--- src/rtl/core/sil_pkg.sv ---
// Package for the sorted insertion list unit.
// Holds sizes, operation and status codes and the cell control struct.
// No dependencies.
package sil_pkg;

  localparam int unsigned DEPTH = 16;
  localparam int unsigned DataW = 32;
  localparam int unsigned CntW  = 5;
  localparam int unsigned PosW  = 5;
  localparam int unsigned IdxW  = $clog2(DEPTH);

  typedef logic signed [DataW-1:0] data_t;

  localparam logic [1:0] ModeInsert = 2'd0;
  localparam logic [1:0] ModeRemove = 2'd1;
  localparam logic [1:0] ModeDump   = 2'd2;

  localparam logic [1:0] StatOk     = 2'd0;
  localparam logic [1:0] StatFull   = 2'd1;
  localparam logic [1:0] StatBadPos = 2'd2;
  localparam logic [1:0] StatEmpty  = 2'd3;

  typedef enum logic [1:0] {
    OpHold,
    OpInsert,
    OpRemove,
    OpRotate
  } cell_op_e;

  typedef struct packed {
    cell_op_e             op;
    data_t                value;
    logic [CntW-1:0]      occ;
    logic [PosW-1:0]      pos;
  } cell_ctl_t;

endpackage

--- src/rtl/core/sil_if.sv ---
// Request and result channel interfaces of the sorted insertion list unit.
// Depends on sil_pkg.
interface sil_req_if
  import sil_pkg::*;
();
  logic            valid;
  logic            ready;
  logic [1:0]      mode;
  data_t           value;
  logic [PosW-1:0] position;

  modport source (output valid, output mode, output value, output position, input ready);
  modport sink   (input valid, input mode, input value, input position, output ready);
endinterface

interface sil_rsp_if
  import sil_pkg::*;
();
  logic            valid;
  logic            ready;
  data_t           element;
  logic [CntW-1:0] entries;
  logic [1:0]      status;
  logic            last;

  modport source (output valid, output element, output entries, output status, output last,
                  input ready);
  modport sink   (input valid, input element, input entries, input status, input last,
                  output ready);
endinterface

--- src/rtl/core/sil_cell.sv ---
// One storage cell of the sorted list chain.
// Shifts, loads or rotates its value from its neighbors under the shared control.
// Depends on sil_pkg.
module sil_cell
  import sil_pkg::*;
(
  input  logic            clk_i,
  input  logic [IdxW-1:0] idx_i,
  input  cell_ctl_t       ctl_i,
  input  data_t           left_val_i,
  input  logic            left_after_i,
  input  data_t           right_val_i,
  input  data_t           head_val_i,
  output data_t           val_o,
  output logic            after_o
);

  data_t           val_q, val_d;
  logic [CntW-1:0] idx_ext;

  assign idx_ext = CntW'(idx_i);
  assign after_o = (val_q > ctl_i.value) || (idx_ext >= ctl_i.occ);
  assign val_o   = val_q;

  always_comb begin
    val_d = val_q;
    unique case (ctl_i.op)
      OpHold: val_d = val_q;
      OpInsert: begin
        if (after_o && left_after_i) begin
          val_d = left_val_i;
        end else if (after_o) begin
          val_d = ctl_i.value;
        end
      end
      OpRemove: begin
        if ((idx_ext + CntW'(1)) >= ctl_i.pos) begin
          val_d = right_val_i;
        end
      end
      OpRotate: begin
        if (idx_ext == ctl_i.occ - CntW'(1)) begin
          val_d = head_val_i;
        end else if (idx_ext < ctl_i.occ) begin
          val_d = right_val_i;
        end
      end
      default: val_d = val_q;
    endcase
  end

  always_ff @(posedge clk_i) begin
    val_q <= val_d;
  end

endmodule

--- src/rtl/core/sorted_insertion_list_unit.sv ---
// Top level of the sorted insertion list unit: control, count and result register.
// Instantiates a chain of sil_cell; depends on sil_pkg and the sil_if interfaces.
//
//   channel  dir  payload                          role
//   req_i    in   mode, value, position            one operation per request
//   rsp_o    out  element, entries, status, last   results, last marks the end
//
// Insert, remove and error requests give one result each.
// A dump of N values first takes the request, then gives one element per cycle
// from the head cell while the chain rotates, held while the result is stalled;
// a new request waits until the cycle after the dump's last element.
// Reset clears the count, the state and the result valid; cell contents stay.
// A stalled result holds the result register and the dump rotation.
module sorted_insertion_list_unit
  import sil_pkg::*;
(
  input  logic   clk_i,
  input  logic   rst_ni,
  sil_req_if.sink   req_i,
  sil_rsp_if.source rsp_o
);

  localparam logic SIdle = 1'b0;
  localparam logic SDump = 1'b1;

  logic            state_q, state_d;
  logic [CntW-1:0] occ_q, occ_d;
  logic [IdxW-1:0] cnt_q, cnt_d;
  logic            out_valid_q, out_valid_d;
  data_t           out_elem_q, out_elem_d;
  logic [CntW-1:0] out_ent_q, out_ent_d;
  logic [1:0]      out_stat_q, out_stat_d;
  logic            out_last_q, out_last_d;

  logic            out_free, accept, dump_emit, dump_last, pos_ok;
  cell_ctl_t       ctl;
  data_t           vals [DEPTH];
  logic            afters [DEPTH];

  assign out_free    = !out_valid_q || rsp_o.ready;
  assign req_i.ready = (state_q == SIdle) && out_free;
  assign accept      = req_i.valid && req_i.ready;
  assign dump_emit   = (state_q == SDump) && out_free;
  assign dump_last   = (CntW'(cnt_q) == occ_q - CntW'(1));
  assign pos_ok      = (req_i.position != '0) && (req_i.position <= occ_q);

  always_comb begin
    state_d     = state_q;
    occ_d       = occ_q;
    cnt_d       = cnt_q;
    out_valid_d = out_valid_q && !rsp_o.ready;
    out_elem_d  = out_elem_q;
    out_ent_d   = out_ent_q;
    out_stat_d  = out_stat_q;
    out_last_d  = out_last_q;
    ctl.op      = OpHold;
    ctl.value   = req_i.value;
    ctl.occ     = occ_q;
    ctl.pos     = req_i.position;

    if (accept) begin
      out_elem_d = '0;
      out_last_d = 1'b1;
      out_stat_d = StatOk;
      unique case (req_i.mode)
        ModeInsert: begin
          if (occ_q >= CntW'(DEPTH)) begin
            out_stat_d = StatFull;
          end else begin
            ctl.op = OpInsert;
            occ_d  = occ_q + CntW'(1);
          end
        end
        ModeRemove: begin
          if (pos_ok) begin
            ctl.op = OpRemove;
            occ_d  = occ_q - CntW'(1);
          end else begin
            out_stat_d = StatBadPos;
          end
        end
        ModeDump: begin
          if (occ_q == '0) begin
            out_stat_d = StatEmpty;
          end
        end
        default: out_stat_d = StatOk;
      endcase
      out_ent_d = occ_d;
      if ((req_i.mode == ModeDump) && (occ_q != '0)) begin
        state_d = SDump;
        cnt_d   = '0;
      end else begin
        out_valid_d = 1'b1;
      end
    end else if (dump_emit) begin
      ctl.op      = OpRotate;
      out_valid_d = 1'b1;
      out_elem_d  = vals[0];
      out_ent_d   = occ_q;
      out_stat_d  = StatOk;
      out_last_d  = dump_last;
      cnt_d       = cnt_q + IdxW'(1);
      if (dump_last) begin
        state_d = SIdle;
      end
    end
  end

  always_ff @(posedge clk_i or negedge rst_ni) begin
    if (!rst_ni) begin
      state_q     <= SIdle;
      occ_q       <= '0;
      cnt_q       <= '0;
      out_valid_q <= 1'b0;
    end else begin
      state_q     <= state_d;
      occ_q       <= occ_d;
      cnt_q       <= cnt_d;
      out_valid_q <= out_valid_d;
    end
  end

  always_ff @(posedge clk_i) begin
    out_elem_q <= out_elem_d;
    out_ent_q  <= out_ent_d;
    out_stat_q <= out_stat_d;
    out_last_q <= out_last_d;
  end

  for (genvar i = 0; i < DEPTH; i++) begin : g_cell
    sil_cell u_cell (
      .clk_i        (clk_i),
      .idx_i        (IdxW'(i)),
      .ctl_i        (ctl),
      .left_val_i   ((i == 0) ? vals[0] : vals[(i == 0) ? 0 : i - 1]),
      .left_after_i ((i == 0) ? 1'b0 : afters[(i == 0) ? 0 : i - 1]),
      .right_val_i  (vals[(i == DEPTH - 1) ? i : i + 1]),
      .head_val_i   (vals[0]),
      .val_o        (vals[i]),
      .after_o      (afters[i])
    );
  end

  assign rsp_o.valid   = out_valid_q;
  assign rsp_o.element = out_elem_q;
  assign rsp_o.entries = out_ent_q;
  assign rsp_o.status  = out_stat_q;
  assign rsp_o.last    = out_last_q;

`ifndef SYNTH
  a_occ_bound: assert property (@(posedge clk_i) disable iff (!rst_ni)
    occ_q <= CntW'(DEPTH))
    else $error("occupancy above depth");

  a_dump_nonempty: assert property (@(posedge clk_i) disable iff (!rst_ni)
    (state_q == SDump) |-> ((occ_q != '0) && (occ_d == occ_q)))
    else $error("dump with empty or changing list");

  a_dump_ends: assert property (@(posedge clk_i) disable iff (!rst_ni)
    (dump_emit && dump_last) |=> ((state_q == SIdle) && out_valid_q && out_last_q))
    else $error("dump did not end on last element");

  a_result_on_accept: assert property (@(posedge clk_i) disable iff (!rst_ni)
    (accept && (req_i.mode != ModeDump)) |=> (out_valid_q && out_last_q))
    else $error("missing single result");
`endif

endmodule
--- src/flat_wrapper.sv ---
// flat-port wrapper written by rule: the top's interface ports become plain ports
module sorted_insertion_list_unit_flat import sil_pkg::*;
  (clk_i, rst_ni, req_i_valid, req_i_mode, req_i_value, req_i_position, req_i_ready, rsp_o_valid, rsp_o_element, rsp_o_entries, rsp_o_status, rsp_o_last, rsp_o_ready);
  sil_req_if req_i_i ();
  sil_rsp_if rsp_o_i ();
  input  logic clk_i;
  input  logic rst_ni;
  input wire logic [$bits(req_i_i.valid)-1:0] req_i_valid;
  input wire logic [$bits(req_i_i.mode)-1:0] req_i_mode;
  input wire logic [$bits(req_i_i.value)-1:0] req_i_value;
  input wire logic [$bits(req_i_i.position)-1:0] req_i_position;
  output wire logic [$bits(req_i_i.ready)-1:0] req_i_ready;
  output wire logic [$bits(rsp_o_i.valid)-1:0] rsp_o_valid;
  output wire logic [$bits(rsp_o_i.element)-1:0] rsp_o_element;
  output wire logic [$bits(rsp_o_i.entries)-1:0] rsp_o_entries;
  output wire logic [$bits(rsp_o_i.status)-1:0] rsp_o_status;
  output wire logic [$bits(rsp_o_i.last)-1:0] rsp_o_last;
  input wire logic [$bits(rsp_o_i.ready)-1:0] rsp_o_ready;
  assign req_i_i.valid = req_i_valid;
  assign req_i_i.mode = req_i_mode;
  assign req_i_i.value = req_i_value;
  assign req_i_i.position = req_i_position;
  assign req_i_ready = req_i_i.ready;
  assign rsp_o_valid = rsp_o_i.valid;
  assign rsp_o_element = rsp_o_i.element;
  assign rsp_o_entries = rsp_o_i.entries;
  assign rsp_o_status = rsp_o_i.status;
  assign rsp_o_last = rsp_o_i.last;
  assign rsp_o_i.ready = rsp_o_ready;
  sorted_insertion_list_unit u_core (.clk_i(clk_i), .rst_ni(rst_ni), .req_i(req_i_i), .rsp_o(rsp_o_i));
endmodule
--- config.mk ---
export PLATFORM = sky130hd
export DESIGN_NAME = sorted_insertion_list_unit_flat
export DESIGN_NICKNAME = d
export VERILOG_FILES = /design/src/rtl/core/sil_pkg.sv /design/src/rtl/core/sil_if.sv /design/src/rtl/core/sil_cell.sv /design/src/rtl/core/sorted_insertion_list_unit.sv /design/src/flat_wrapper.sv
export SDC_FILE = /design/constraint.sdc
export NUM_CORES = 2
export LEC_CHECK = 0
export BUFFER_PORTS_ARGS = -buffer_cell sky130_fd_sc_hd__buf_2
export CAP_MARGIN = 15
export CORE_AREA = 2 2 328 330
export CTS_CLUSTER_DIAMETER = 40
export CTS_CLUSTER_SIZE = 25
export DETAILED_ROUTE_END_ITERATION = 6
export DIE_AREA = 0 0 330 332
export MAX_ROUTING_LAYER = met4
export PLACE_DENSITY = 0.59
export SKIP_LAST_GASP = 1
export SYNTH_ARGS = -nofsm -noshare
export SYNTH_HDL_FRONTEND = slang
export SYNTH_SLANG_ARGS = --single-unit
export TNS_END_PERCENT = 5
--- constraint.sdc ---
create_clock -name clk_i -period 14.1 [get_ports clk_i]
set_clock_uncertainty 0.15 [all_clocks]
set_input_delay 2.82 -clock clk_i [delete_from_list [all_inputs] [get_ports clk_i]]
set_output_delay 2.82 -clock clk_i [all_outputs]
set_load 0.005 [all_outputs]
==> results.md <==
Status:
- The run finished, with violations left.
- The final reports fail on design-rule violations.

Worst setup path:
- The delay of the slowest cell on the worst path is ~0.96 ns.
- The data arrival time of the worst path is between 7 and 8 ns.
- Among cell families on the critical path, the largest total delay comes from buffers and inverters.
- Data on the critical path is required at its endpoint by ~14 ns.
- The worst setup path is launched from an input pin.
- The maximum fanout along the worst path is approximately 110.
- Counting both buffers and inverters, the worst setup path holds a total of 4.
- The signal on the critical path passes through buf_2, ha_1, nor2b_1, o21a_1, o21ai_0, a21oi_1, a21oi_1, nand2_1, buf_4, nand2_4, buf_4, buf_4, o221ai_1.
- The most numerous cell type found on the critical path is sky130_fd_sc_hd__buf_4.
- The critical path capture point type is a flop.
- The highest-delay cell along the critical path is sky130_fd_sc_hd__buf_4.
- The path type of the worst setup path is input pin to flop.

STA:
- The count of final max-slew check failures is 0.
- The slack of the critical path is 6.65 ns.
- The slew of the pin with the lowest slew margin is between 1 and 1.5 ns.
- The highest achievable clock rate is 134 MHz.
- The worst pin sits at a relative slew slack of ~18%.
- The final number of hold-violating endpoints came to 0.
- Setup repair after global routing left no endpoint under its margin.
- Setup violations remaining at the end of the flow were counted as 0.
- In the finished design, the share of the clock period the worst path needs comes to 52.9%.
- In the final timing run, aggregate negative setup slack is 0 ns.
- The worst path needs 7.45 ns of the cycle, external delays included.

Synth:
- The average size of a mapped cell is roughly 10 µm².
- The number of nets handed over by synthesis was approximately 4,700.
- During synthesis, Yosys emitted a total of 0 warnings.
- After synthesis, flip-flops and latches occupy slightly below 40% of the total area.
- Counting flops with a built-in enable in the synthesized netlist gives roughly 520.
- The instance count of the mapped netlist is between 4,000 and 5,000.
- Among all flip-flop cells after synthesis, the most frequent one is sky130_fd_sc_hd__edfxtp_1.
- For this run, asynchronously set or reset flops after synthesis account for about 2.0%.
- The count of different cell masters after synthesis is 75.
- In this run the cell area of the synthesized design comes to about 42,000 µm².
- The register bit total from synthesis is 563.

Layout:
- The post-layout net count is about 4,700.
- The fraction of layout cells with a size suffix above 1 is approximately a tenth.
- The area added between synthesis and finish is 14.0%.

GRT:
- After global routing the overflow that remains totals 0.
- The overall fraction of global-route tracks in use is 30.0%.
- The number of antenna violations at the first check in global routing is 2.
- The number of global-route vias before repair is between 30,000 and 40,000.
- The global-route wire length before repair is ~240,000 µm.
- The maximum number of pins on one net before global-route repair is 108.

Die:
- The die covers 110,000 µm².
- The floorplan step set the die height to between 300 and 400 µm.
- In this run the count of I/O pins placed on the die edge is 85.
- The effective utilization at floorplan is between 30 and 40%.
- The core region is about 110,000 µm².
- The floorplan has 120 rows.
- From left edge to right edge, the die measures approximately 330 µm.

Clock network:
- The number of CTS-inserted buffers is around 120.
- The clock transition at the register clock pins on the worst setup and hold paths after CTS is approximately 0.05 ns.
- The TritonCTS clock tree is done.
- No sink is reached through more buffers than the 3 on the longest clock path.
- CTS placed an instance of sky130_fd_sc_hd__clkbuf_16 at the clock tree root.
- The H-tree generated during clock tree synthesis spans 3 levels.
- After clock tree synthesis, the setup repair step added 0 buffers.
- The cts-stage hold buffer count is 0.
- The later-pin clock latency in the skew report is between 0.7 and 0.8 ns.
- The number of resized instances in the post-cts repair step is 0.
- The clock drives 563 sinks.

Pwr:
- VDD sags by at most about 0.00021 V.
- Summed over all cells, the static leakage comes to around 19 nW.
- The power per standard cell area is ~280 nW/µm².

Route:
- The via count is 37,200.
- The post-detailed-route via-to-cell ratio is approximately 6.6.
- The detailed router finished its first iteration with between 4,000 and 5,000 violations.
- The DRC violation count after routing is 8.
- The wire length per cell after detailed routing is 29.1 µm.
- Once detail routing completed, the nets flagged for antenna violations numbered 0.
- The first-pass iteration count of the detailed router is 7.
- For this block, the routed nets add up to about 160,000 µm of wire.

Place:
- Before CTS, the worst setup slack after placement is 6.06 ns.
- The final weighted congestion in routability-driven placement is approximately 1.0.
- The count of input and output buffers is 84.
- The detailed placement HPWL is 117,000 µm.

Flow run:
- The reported max-cap violation count is 0.

Hold path:
- The class of the worst hold path is flop to flop.
logic make-up (layout without fill, tap and decap cells):
family,after synthesis,after routing,synth area share [%]
muxes,448,448,10.6
and+or+nand+nor,1028,1028,10.9
DFF,563,563,39.2
xor gates and xnor gates,11,11,0.229
adders and majority gates,525,525,15.6
AOI/OAI and AO/OA,1165,1165,19.6
buffers and inverters,386,485,3.82
other,0,5,0
cell usage in the layout (no fill, tap or decap), types with 10 or more instances in the layout:
master                       netlist  final
sky130_fd_sc_hd__a211oi_1         21     20
sky130_fd_sc_hd__o211ai_1         24     24
sky130_fd_sc_hd__clkinvlp_4        0     15
sky130_fd_sc_hd__nand2_2           0     10
sky130_fd_sc_hd__a21o_1           61     61
sky130_fd_sc_hd__nor4_1           17     14
sky130_fd_sc_hd__clkbuf_16         0    124
sky130_fd_sc_hd__ha_1            525    525
sky130_fd_sc_hd__buf_4             9    101
sky130_fd_sc_hd__clkinv_1          1     10
sky130_fd_sc_hd__nand2_1         598    587
sky130_fd_sc_hd__o31ai_1          10     10
sky130_fd_sc_hd__nor3_1           35     31
sky130_fd_sc_hd__mux2i_1         447    447
sky130_fd_sc_hd__dfxtp_1          33     33
sky130_fd_sc_hd__edfxtp_1        519    519
sky130_fd_sc_hd__o21ai_0         245    245
sky130_fd_sc_hd__a21oi_1         213    210
sky130_fd_sc_hd__nor2b_1          25     25
sky130_fd_sc_hd__nor2_1           99     96
sky130_fd_sc_hd__inv_1            75     75
sky130_fd_sc_hd__buf_2            51     84
sky130_fd_sc_hd__a221o_1          12     12
sky130_fd_sc_hd__dfrtp_1          11     11
sky130_fd_sc_hd__nand3_1          88     88
sky130_fd_sc_hd__a32oi_1         129    129
sky130_fd_sc_hd__a221oi_1         18     16
sky130_fd_sc_hd__clkinv_2          0     20
sky130_fd_sc_hd__o221ai_1        315    315
sky130_fd_sc_hd__inv_6             0     17
sky130_fd_sc_hd__o21ai_1          16     11
sky130_fd_sc_hd__and4_1           17     17
sky130_fd_sc_hd__o311ai_0         31     31
sky130_fd_sc_hd__clkinv_4          0     10
sky130_fd_sc_hd__nand4_1          94     94
synthesized netlist by cell type, types with 88 or more instances:
master | number | area, µm²
sky130_fd_sc_hd__nand2_1 | 598 | 2240
sky130_fd_sc_hd__ha_1 | 525 | 6570
sky130_fd_sc_hd__edfxtp_1 | 519 | 15600
sky130_fd_sc_hd__mux2i_1 | 447 | 4470
sky130_fd_sc_hd__o221ai_1 | 315 | 2760
sky130_fd_sc_hd__o21ai_0 | 245 | 1230
sky130_fd_sc_hd__clkbuf_1 | 238 | 893
sky130_fd_sc_hd__a21oi_1 | 213 | 1070
sky130_fd_sc_hd__a32oi_1 | 129 | 1130
sky130_fd_sc_hd__nor2_1 | 99 | 372
sky130_fd_sc_hd__nand4_1 | 94 | 588
sky130_fd_sc_hd__nand3_1 | 88 | 440
power breakdown:
| group | internal [W] | leakage [nW] | switching [W] |
|---|---|---|---|
| clock | 0.00179 | 1.94 | 0.00106 |
| sequential | 0.00318 | 5.31 | 0.000865 |
| combinational | 0.00233 | 11.6 | 0.00400 |
| total | 0.00729 | 18.9 | 0.00593 |
worst paths after layout:
path	startpoint	to	slack (ns)	cells past startpoint
max in group asynchronous	rst_ni	u_core.cnt_q[0]	11.75	1
min in group asynchronous	rst_ni	u_core.cnt_q[3]	1.83	1
worst max register to register	u_core.occ_q[1]	u_core.g_cell[1].u_cell.val_o[14]	7.64	13
worst min-delay path	u_core.rsp_o.element[19]	u_core.rsp_o.element[19]	0.29	2
worst max-delay path	req_i_position[1]	u_core.g_cell[1].u_cell.val_o[14]	6.65	13
worst min register to register	u_core.rsp_o.element[19]	u_core.rsp_o.element[19]	0.29	2
sequential cells by signal, indices dropped and copies added, names as in the netlist:
name,count
u_core.cnt_q,4
u_core.g_cell.u_cell.val_o,512
u_core.occ_q,5
u_core.rsp_o.element,32
u_core.rsp_o.entries,5
u_core.rsp_o.last,1
u_core.rsp_o.status,2
u_core.rsp_o.valid,1
u_core.state_q,1
layer usage:
layer | wire [µm] | vias to the layer above | global-route usage [%]
met1 | 70000 | 18600 | 40.1
met4 | 6570 | 0 | 11.0
met2 | 73500 | 1783 | 45.2
met3 | 13700 | 334 | 5.55
met5 | 0 | - | -
li1 | - | 16500 | -
per-stage QoR:
| step | util, % | area (µm²) | std cells | power (W) | hold slack [ns] |
|---|---|---|---|---|---|
| after global routing | 45.2 | 48100 | 5630 | 0.0139 | 0.308 |
| after CTS | 45.2 | 48000 | 5628 | 0.0130 | 0.289 |
| after floorplan | - | 42200 | 4126 | 0.00809 | 0.289 |
| after detailed placement | 41.4 | 44000 | 5404 | 0.0102 | 0.282 |
| after global placement | 41.4 | 44000 | 5404 | 0.0100 | 0.281 |
| final | 45.2 | 48100 | 5633 | 0.0132 | 0.286 |
tightest hold or removal path, stage by stage (launching register included):
cell	delay [ns]
sky130_fd_sc_hd__dfxtp_1	0.30
sky130_fd_sc_hd__nand2_1	0.05
sky130_fd_sc_hd__nand2_1	0.04
final cells by class:
type / count / area, µm²
inverters: 76 / 285
clock buffers: 135 / 3160
multi-input cells: 3177 / 24300
well taps: 1403 / 1760
diodes: 5 / 12.5
repair buffers: 185 / 1180
flip-flops and latches: 563 / 16500
clock inverters: 89 / 845
fillers: 10100 / 58200
Power figures use the tool's default switching activity.
